File: config.mk
export PLATFORM = sky130hd
export DESIGN_NAME = form_urlencoded_token_decoder
export DESIGN_NICKNAME = d
export VERILOG_FILES = /design/src/sv/fud_pkg.sv /design/src/sv/form_urlencoded_token_decoder.sv /design/src/sv/fud_step.sv
export SDC_FILE = /design/constraint.sdc
export NUM_CORES = 1
export LEC_CHECK = 0
export CAP_MARGIN = 20
export CORE_AREA = 2 2 67 69
export DETAILED_ROUTE_END_ITERATION = 6
export DIE_AREA = 0 0 69 71
export DONT_BUFFER_PORTS = 1
export PLACE_DENSITY = 0.74
export RECOVER_POWER = 100
export SKIP_LAST_GASP = 1
export SYNTH_ARGS = -nofsm -noshare
export SYNTH_HDL_FRONTEND = slang
export SYNTH_HIERARCHICAL = 1
export SYNTH_SLANG_ARGS = --single-unit
File: constraint.sdc
create_clock -name i_clk -period 3.4 [get_ports i_clk]
set_clock_uncertainty 0.05 [all_clocks]
set_input_delay 0 -clock i_clk [delete_from_list [all_inputs] [get_ports i_clk]]
set_output_delay 0 -clock i_clk [all_outputs]
set_load 0.01 [all_outputs]
File: src/sv/fud_pkg.sv
// Shared types, codes and byte classification functions for the form token decoder.
`default_nettype none
package fud_pkg;

    localparam logic [7:0] CHAR_PLUS    = 8'h2B;
    localparam logic [7:0] CHAR_PERCENT = 8'h25;
    localparam logic [7:0] CHAR_EQUALS  = 8'h3D;
    localparam logic [7:0] CHAR_COMMA   = 8'h2C;
    localparam logic [7:0] CHAR_SPACE   = 8'h20;

    localparam logic [7:0] MASK_LEAD2   = 8'hE0;
    localparam logic [7:0] MATCH_LEAD2  = 8'hC0;
    localparam logic [7:0] MASK_LEAD3   = 8'hF0;
    localparam logic [7:0] MATCH_LEAD3  = 8'hE0;
    localparam logic [7:0] MASK_LEAD4   = 8'hF8;
    localparam logic [7:0] MATCH_LEAD4  = 8'hF0;

    localparam logic [2:0] LEAD_PLAIN   = 3'd0;
    localparam logic [2:0] LEAD_BAD     = 3'd4;

    localparam logic [1:0] ENDING_EQUALS = 2'd0;
    localparam logic [1:0] ENDING_COMMA  = 2'd1;
    localparam logic [1:0] ENDING_INPUT  = 2'd2;

    localparam logic [1:0] ERR_NONE      = 2'd0;
    localparam logic [1:0] ERR_BAD_LEAD  = 2'd1;
    localparam logic [1:0] ERR_NO_PCT    = 2'd2;
    localparam logic [1:0] ERR_TRUNCATED = 2'd3;

    typedef enum logic [5:0] {
        MODE_TEXT    = 6'b000001,
        MODE_HEX_HI  = 6'b000010,
        MODE_HEX_LO  = 6'b000100,
        MODE_CPCT    = 6'b001000,
        MODE_CHEX_HI = 6'b010000,
        MODE_CHEX_LO = 6'b100000
    } t_mode;

    typedef struct packed {
        t_mode      mode;
        logic [3:0] high_nibble;
        logic [1:0] cont_left;
        logic       seen_text;
        logic       discarding;
    } t_state;

    typedef struct packed {
        logic [7:0] out_byte;
        logic       byte_valid;
        logic       token_end;
        logic [1:0] ending;
        logic [1:0] error;
    } t_result;

    localparam t_state STATE_RESET = '{
        mode:        MODE_TEXT,
        high_nibble: 4'd0,
        cont_left:   2'd0,
        seen_text:   1'b0,
        discarding:  1'b0
    };

    function automatic logic [3:0] hex_value(input logic [7:0] c);
        logic [3:0] v;
        v = 4'd0;
        if (c >= 8'h30 && c <= 8'h39) begin
            v = c[3:0];
        end else if (c >= 8'h41 && c <= 8'h46) begin
            v = c[3:0] + 4'd9;
        end
        return v;
    endfunction

    function automatic logic [2:0] lead_class(input logic [7:0] v);
        logic [2:0] cls;
        cls = LEAD_BAD;
        if (!v[7]) begin
            cls = LEAD_PLAIN;
        end else if ((v & MASK_LEAD2) == MATCH_LEAD2) begin
            cls = 3'd1;
        end else if ((v & MASK_LEAD3) == MATCH_LEAD3) begin
            cls = 3'd2;
        end else if ((v & MASK_LEAD4) == MATCH_LEAD4) begin
            cls = 3'd3;
        end
        return cls;
    endfunction

    function automatic logic is_space(input logic [7:0] c);
        return (c == CHAR_SPACE) || (c >= 8'h09 && c <= 8'h0D);
    endfunction

endpackage
`default_nettype wire

File: src/sv/form_urlencoded_token_decoder.sv
// Top level of the form token decoder: parser state, result register and handshakes.
//
//   channel  direction  handshake          payload
//   input    in         i_valid / o_stall  i_in_byte, i_in_last
//   result   out        o_valid / i_stall  o_out_byte, o_byte_valid, o_token_end,
//                                          o_ending, o_error
//
// One byte is taken per cycle unless the input stalls; its result, if any, shows
// in the next cycle from the result register, set by one pass of the byte step logic.
// Reset is synchronous, active low, and returns the parser to text mode with no result.
// A new byte is taken while a result waits, as long as that result leaves this cycle.
// Input stalls only while a result is held and the output side stalls.
`default_nettype none
module form_urlencoded_token_decoder (
    input  wire logic       i_clk,
    input  wire logic       i_rst_n,
    input  wire logic       i_valid,
    output logic            o_stall,
    input  wire logic [7:0] i_in_byte,
    input  wire logic       i_in_last,
    output logic            o_valid,
    input  wire logic       i_stall,
    output logic [7:0]      o_out_byte,
    output logic            o_byte_valid,
    output logic            o_token_end,
    output logic [1:0]      o_ending,
    output logic [1:0]      o_error
);
    import fud_pkg::*;

    t_state  r_state;
    t_state  n_state;
    t_result r_res;
    t_result n_res;
    logic    r_out_valid;
    logic    n_emit;
    logic    accept;
    logic    taken;

    assign o_stall = r_out_valid && i_stall;
    assign accept  = i_valid && !o_stall;
    assign taken   = r_out_valid && !i_stall;

    fud_step u_step (
        .i_state (r_state),
        .i_byte  (i_in_byte),
        .i_last  (i_in_last),
        .o_state (n_state),
        .o_emit  (n_emit),
        .o_res   (n_res)
    );

    always_ff @(posedge i_clk) begin
        if (!i_rst_n) begin
            r_state     <= STATE_RESET;
            r_out_valid <= 1'b0;
        end else if (accept) begin
            r_state     <= n_state;
            r_out_valid <= n_emit;
        end else if (taken) begin
            r_out_valid <= 1'b0;
        end
    end

    always_ff @(posedge i_clk) begin
        if (accept && n_emit) begin
            r_res <= n_res;
        end
    end

    assign o_valid      = r_out_valid;
    assign o_out_byte   = r_res.out_byte;
    assign o_byte_valid = r_res.byte_valid;
    assign o_token_end  = r_res.token_end;
    assign o_ending     = r_res.ending;
    assign o_error      = r_res.error;

endmodule
`default_nettype wire

File: src/sv/fud_step.sv
// Next-state and result logic for one encoded byte of the form token decoder.
`default_nettype none
module fud_step (
    input  wire fud_pkg::t_state i_state,
    input  wire logic [7:0]      i_byte,
    input  wire logic            i_last,
    output fud_pkg::t_state      o_state,
    output logic                 o_emit,
    output fud_pkg::t_result     o_res
);
    import fud_pkg::*;

    logic [7:0] v_hi;
    logic [7:0] v_cont;
    logic [2:0] cls;

    assign v_hi   = {i_state.high_nibble, hex_value(i_byte)};
    assign v_cont = v_hi;
    assign cls    = lead_class(v_hi);

    always_comb begin
        o_state = i_state;
        o_emit  = 1'b0;
        o_res   = '0;

        if (i_state.discarding) begin
            if (i_last) begin
                o_state = STATE_RESET;
            end
        end else begin
            unique case (i_state.mode) inside
                MODE_HEX_HI, MODE_CHEX_HI: begin
                    o_state.high_nibble = hex_value(i_byte);
                    if (i_last) begin
                        o_emit        = 1'b1;
                        o_res.token_end = 1'b1;
                        o_res.ending  = ENDING_INPUT;
                        o_res.error   = ERR_TRUNCATED;
                        o_state       = STATE_RESET;
                    end else if (i_state.mode == MODE_HEX_HI) begin
                        o_state.mode = MODE_HEX_LO;
                    end else begin
                        o_state.mode = MODE_CHEX_LO;
                    end
                end
                MODE_HEX_LO: begin
                    o_emit = 1'b1;
                    if (cls == LEAD_BAD || (cls != LEAD_PLAIN && i_last)) begin
                        o_res.token_end = 1'b1;
                        o_res.ending    = ENDING_INPUT;
                        o_res.error     = (cls == LEAD_BAD) ? ERR_BAD_LEAD : ERR_TRUNCATED;
                        o_state            = STATE_RESET;
                        o_state.discarding = !i_last;
                    end else begin
                        o_res.out_byte   = v_hi;
                        o_res.byte_valid = 1'b1;
                        if (cls == LEAD_PLAIN) begin
                            o_state.mode = MODE_TEXT;
                            if (i_last) begin
                                o_res.token_end = 1'b1;
                                o_res.ending    = ENDING_INPUT;
                                o_state         = STATE_RESET;
                            end
                        end else begin
                            o_state.cont_left = cls[1:0];
                            o_state.mode      = MODE_CPCT;
                        end
                    end
                end
                MODE_CPCT: begin
                    if (i_byte != CHAR_PERCENT || i_last) begin
                        o_emit             = 1'b1;
                        o_res.token_end    = 1'b1;
                        o_res.ending       = ENDING_INPUT;
                        o_res.error        = (i_byte != CHAR_PERCENT) ? ERR_NO_PCT
                                                                      : ERR_TRUNCATED;
                        o_state            = STATE_RESET;
                        o_state.discarding = !i_last;
                    end else begin
                        o_state.mode = MODE_CHEX_HI;
                    end
                end
                MODE_CHEX_LO: begin
                    o_emit = 1'b1;
                    if (i_state.cont_left <= 2'd1) begin
                        o_res.out_byte    = v_cont;
                        o_res.byte_valid  = 1'b1;
                        o_state.cont_left = 2'd0;
                        o_state.mode      = MODE_TEXT;
                        if (i_last) begin
                            o_res.token_end = 1'b1;
                            o_res.ending    = ENDING_INPUT;
                            o_state         = STATE_RESET;
                        end
                    end else if (i_last) begin
                        o_res.token_end = 1'b1;
                        o_res.ending    = ENDING_INPUT;
                        o_res.error     = ERR_TRUNCATED;
                        o_state         = STATE_RESET;
                    end else begin
                        o_res.out_byte    = v_cont;
                        o_res.byte_valid  = 1'b1;
                        o_state.cont_left = i_state.cont_left - 2'd1;
                        o_state.mode      = MODE_CPCT;
                    end
                end
                default: begin
                    o_state.mode = MODE_TEXT;
                    if (i_byte == CHAR_EQUALS || i_byte == CHAR_COMMA) begin
                        o_emit            = 1'b1;
                        o_res.token_end   = 1'b1;
                        o_res.ending      = i_last ? ENDING_INPUT :
                                            (i_byte == CHAR_EQUALS) ? ENDING_EQUALS
                                                                    : ENDING_COMMA;
                        o_state.seen_text = 1'b0;
                        if (i_last) begin
                            o_state = STATE_RESET;
                        end
                    end else if (i_byte == CHAR_PERCENT) begin
                        o_state.seen_text = 1'b1;
                        if (i_last) begin
                            o_emit             = 1'b1;
                            o_res.token_end    = 1'b1;
                            o_res.ending       = ENDING_INPUT;
                            o_res.error        = ERR_TRUNCATED;
                            o_state            = STATE_RESET;
                        end else begin
                            o_state.mode = MODE_HEX_HI;
                        end
                    end else if (is_space(i_byte) && !i_state.seen_text) begin
                        if (i_last) begin
                            o_emit          = 1'b1;
                            o_res.token_end = 1'b1;
                            o_res.ending    = ENDING_INPUT;
                            o_state         = STATE_RESET;
                        end
                    end else begin
                        o_emit           = 1'b1;
                        o_res.byte_valid = 1'b1;
                        if (i_byte == CHAR_PLUS) begin
                            o_res.out_byte    = CHAR_SPACE;
                            o_state.seen_text = 1'b1;
                        end else begin
                            o_res.out_byte = i_byte;
                            if (!is_space(i_byte)) begin
                                o_state.seen_text = 1'b1;
                            end
                        end
                        if (i_last) begin
                            o_res.token_end = 1'b1;
                            o_res.ending    = ENDING_INPUT;
                            o_state         = STATE_RESET;
                        end
                    end
                end
            endcase
        end
    end

endmodule
`default_nettype wire

* Yosys cells after proc, flatten, opt, wreduce, memory -nomap -nowiden
Index checks and enable logic that the tools add are counted.
** Storage, ports and cells
- Output and inout bits :: 16
- Register bits :: 29
- Bits of input ports :: 13
** Operators by class
- $add $sub $neg :: 2
- Multiplexer cells :: 68
- Eq/ne operators :: 25
- Reduce and logical (&&, ||, !) cells :: 29
- Magnitude comparators :: 7
** Operators with widths (count)
- $mux 14 :: 6
- $mux 8 :: 8
- $pmux 14 s4 :: 1
- $mux 9 :: 5
- $eq 8x6->1 const B :: 5
- $mux 3 :: 9
- $pmux 9 s3 :: 1
- $mux 12 :: 2
- $mux 4 :: 6
- $mux 2 :: 11
- $pmux 5 s4 :: 1
- $mux 5 :: 3
- $reduce_and 7->1 :: 2
- $mux 1 :: 12
- $mux 6 :: 2
- $ne 5x2->1 const B :: 2
- $ne 5x3->1 const B :: 2
- $reduce_bool 5->1 :: 2
- $logic_and 1x1->1 :: 9
- $ge 8x4->1 const B :: 1
- $ge 8x6->1 const B :: 1
- $ge 8x7->1 const B :: 1
- $le 8x4->1 const B :: 1
- $le 8x6->1 const B :: 1
- 27 further kinds :: 37

* Depth between registers and ports, before layout
- Word-level depth :: 15
- Mapped depth :: 10
- Depth with buffers taken out :: 10

* Hierarchy
Netlist, hierarchy kept.
** By module, submodules not included
- fud_step :: instances 1, cells an instance 212, area an instance 1395.1 um^2
- form_urlencoded_token_decoder :: instances 1, cells an instance 81, area an instance 1049.8 um^2

* Least setup slack after synthesis
Ideal clock, no wire load.
- Kind :: register to register
- Start :: register r_state[8] in the netlist's numbering
- End :: register r_res (netlist bit o_byte_valid) (enable)
- Stages on the path, launching flop included :: 9
- Slack :: 599 ps
- Arrival :: 2367 ps
- Buffers on the path :: 1
- Cell sequence :: dfxtp_1 > buf_2 > or4_1 > nor2_1 > or3_4 > nor3_1 > a221oi_1 > nand2_1 > nor2_1
** On the way
- Word-level cells in the longest chain between the ends :: 5
** Ends and longest elaborated chain
- start, declared :: RTL line form_urlencoded_token_decoder.sv:31 : t_state r_state;
- start signal, assigned :: RTL line form_urlencoded_token_decoder.sv:58 : r_state <= n_state;
- $eq 6x6->1 (no line) (tied with other cells)
- $reduce_or 2->1 (no line)
- $pmux 1 s3 * :: RTL line fud_step.sv:31 : unique case (i_state.mode) inside
- $mux 1 * :: RTL line fud_step.sv:26 : if (i_state.discarding) begin
- named net n_emit :: RTL line form_urlencoded_token_decoder.sv:36 : logic n_emit;
- $logic_and 1x1->1 * :: RTL line form_urlencoded_token_decoder.sv:66 : if (accept && n_emit) begin
- end signal, assigned :: RTL line form_urlencoded_token_decoder.sv:67 : r_res <= n_res;
- end, declared :: RTL line form_urlencoded_token_decoder.sv:33 : t_result r_res;
The timed path passes the listed nets; every way through them passes the cells marked *.
A chain may end at the register's enable or synchronous reset.

==> reports/metrics.cfg <==
[setup_path]
required_ps = 3570
worstSetupEndpointType = register
arrival_ps = 3060
crit_path_start_kind = register
cp_max_fo = 14
critPathKind = register to register
slowest_delay_ps = 570
crit_buf_inv = 1
critical-path-top-delay-family = simple AND/OR/NAND/NOR gates
worstPathCellList = or4_1 -> nor2_1 -> or3_4 -> nand2b_1 -> o41ai_1 -> nand2_1 -> mux2i_1 -> dlygate4sd3_1
cp_slowest_cell = or4_1

[yosys]
async_reset_ff_frac = 0
synth.area.top_cells = edfxtp_1, dfxtp_1, nand2_1
ys.warnings.count = 6
syn_avg_cell_area_um2 = 8.34
netlist.area_leader.share = 0.172
synth.distinct_cells = 70
syn_nets = 311
synth_edf_count = 14
yosysTopAreaCell = edfxtp_1
synth_seq_cells = 29
syn_inst = 293
ys_seq_area_frac = 0.295
ys.flop_type = dfxtp_1
synth_area_um2 = 2440

[routing]
wl_per_cell_um = 18.1
via_per_inst = 6.57
wl_mm = 6.26
dr.pass1.iters = 5
drtIter0Drc = 274
drc_errors = 0
vias = 2272
ant_nets = 0

[clock_network]
cts_sinks = 29
h-tree-depth = 2
clkSlewWorstSetupHoldPaths_ps = 60
ctsResizeCount = 0
cts-buffers-inserted = 5
post_cts_buffers = 0
clk_path_buf_depth = 2
holdBufCountCts = 11
cts_tree = yes
clock_latency_ps = 280
cts-root-buf = clkbuf_8

[hold_path]
hp-class = input pin to register

[floorplan]
die_height_um = 71
die_w_um = 69
initial_core_util = 0.582
core-area_um2 = 4200
io_pins = 29
num_rows = 24
dieArea_um2 = 4900

[power_and_ir_drop]
power.density_nw_per_um2 = 296
leakagePower_nw = 0.891
ir_drop_mv = 0.260

[status]
status = complete, no violations

[sta]
layout_min_cycle_time_ps = 2890
setup_tns_ps = 0
rsz0062_at_grt = no
worst_slew_pin_slew_ps = 918
finalCritPeriodShare = 0.850
maxSlewHeadroom = 0.386
hold_viol = 0
setup_viol = 0
fmax_mhz = 346
slew_viol_final = 0

[grt]
grt_overflow_total = 0
grt.total_usage = 0.258
grt_pass1_vias = 2068
grt_pass1_wl_mm = 10.2
grt_max_degree = 30
antenna_found_initial = 0

[final_layout]
antennaDiodeCount = 0
area_delta_synth_final_pct = 3.38
drive_gt1_frac = 0.0952
final_area_um2 = 2530
final_nets = 311

[placed_design]
dpl.hpwl_mm = 4.34
gp_congestion = 0.882
place_area_um2 = 2380
port-buffer-count = 0

[run]
maxCapViolations = 0

worst paths after layout:
check | start | to | slack [ps] | cells after the start
max | r_state[9] | r_state[6] | 510 | 8
min | i_in_last | o_error[0] | 30 | 2
max reg2reg | r_state[9] | r_state[6] | 510 | 8
min reg2reg | r_state[3] | r_state[3] | 450 | 2
layer usage:
metal | routed length, µm | vias to the layer above | GRT usage
met5 | 0 | - | 0
li1 | - | 1079 | -
met4 | 148 | 0 | 0.115
met3 | 406 | 14 | 0.0413
met1 | 2800 | 1069 | 0.351
met2 | 2910 | 110 | 0.406
layout make-up:
class / count / area [µm²]
fill: 377 / 1680
multi-input combinational: 231 / 1480
sequential: 29 / 721
timing repair buffer: 14 / 126
clock buffer: 5 / 68.8
tap: 52 / 65.1
inverter: 12 / 45.0
clock inverter: 3 / 17.5
cell usage after synthesis, types with 4 or more instances:
cell / count
nand2_1: 48
nor2_1: 24
a21oi_1: 16
dfxtp_1: 15
mux2i_1: 15
edfxtp_1: 14
nor3_1: 12
inv_1: 11
buf_2: 9
nor2b_1: 9
nand3_1: 8
nor4_1: 8
a21oi_2: 6
nand2b_1: 6
buf_6: 5
ha_1: 5
clkbuf_1: 4
nor3b_1: 4
where the power goes:
part	internal, W	switching (W)	total, W
sequential	0.000380	0.0000114	0.000392
clock	0.000141	0.000136	0.000276
combinational	0.0000339	0.0000455	0.0000793
total	0.000555	0.000192	0.000747
layout by cell type, fill, tap and decap left out, types with 5 or more instances in the layout:
cell type      synthesis  routed
edfxtp_1              14      14
nand2b_1               6       7
inv_1                 11      11
mux2i_1               15      15
nand3_1                8       8
dlygate4sd3_1          0      11
nor2_1                24      25
a21oi_2                6       5
nor2b_1                9       9
a21oi_1               16      17
nor4_1                 8       8
nand2_1               48      48
dfxtp_1               15      15
clkbuf_8               0       5
ha_1                   5       5
nor3_1                12      12
nor3b_1                4       5
kinds of logic after synthesis:
logic type | after synthesis | share of synthesized area
mux | 15 | 0.0614
compound gates | 67 | 0.218
fa+ha+maj | 5 | 0.0256
xor+xnor | 2 | 0.00717
buf+inv | 33 | 0.0788
simple gates | 142 | 0.314
flops | 29 | 0.295
flip-flops by register name, indices dropped and copies added, names as in the netlist:
| signal | cells |
|---|---|
| o_out_byte | 8 |
| o_ending | 2 |
| o_byte_valid | 1 |
| r_state | 14 |
| o_error | 2 |
| o_token_end | 1 |
| o_valid | 1 |
stage by stage:
stage | power, W | worst slack (ps) | hold slack (ps) | util | cells
6_report | 0.000747 | 511 | 25.5 | 0.601 | 346
5_1_grt | 0.000782 | 345 | 32.0 | 0.601 | 346
4_1_cts | 0.000757 | 594 | 11.5 | 0.614 | 346
3_5_place_dp | 0.000461 | 763 | 90.0 | 0.567 | 327
3_3_place_gp | 0.000460 | 830 | 102 | 0.567 | 327
2_1_floorplan | 0.000463 | 599 | 73.3 | - | 293
(Power assumes the default switching activity.)
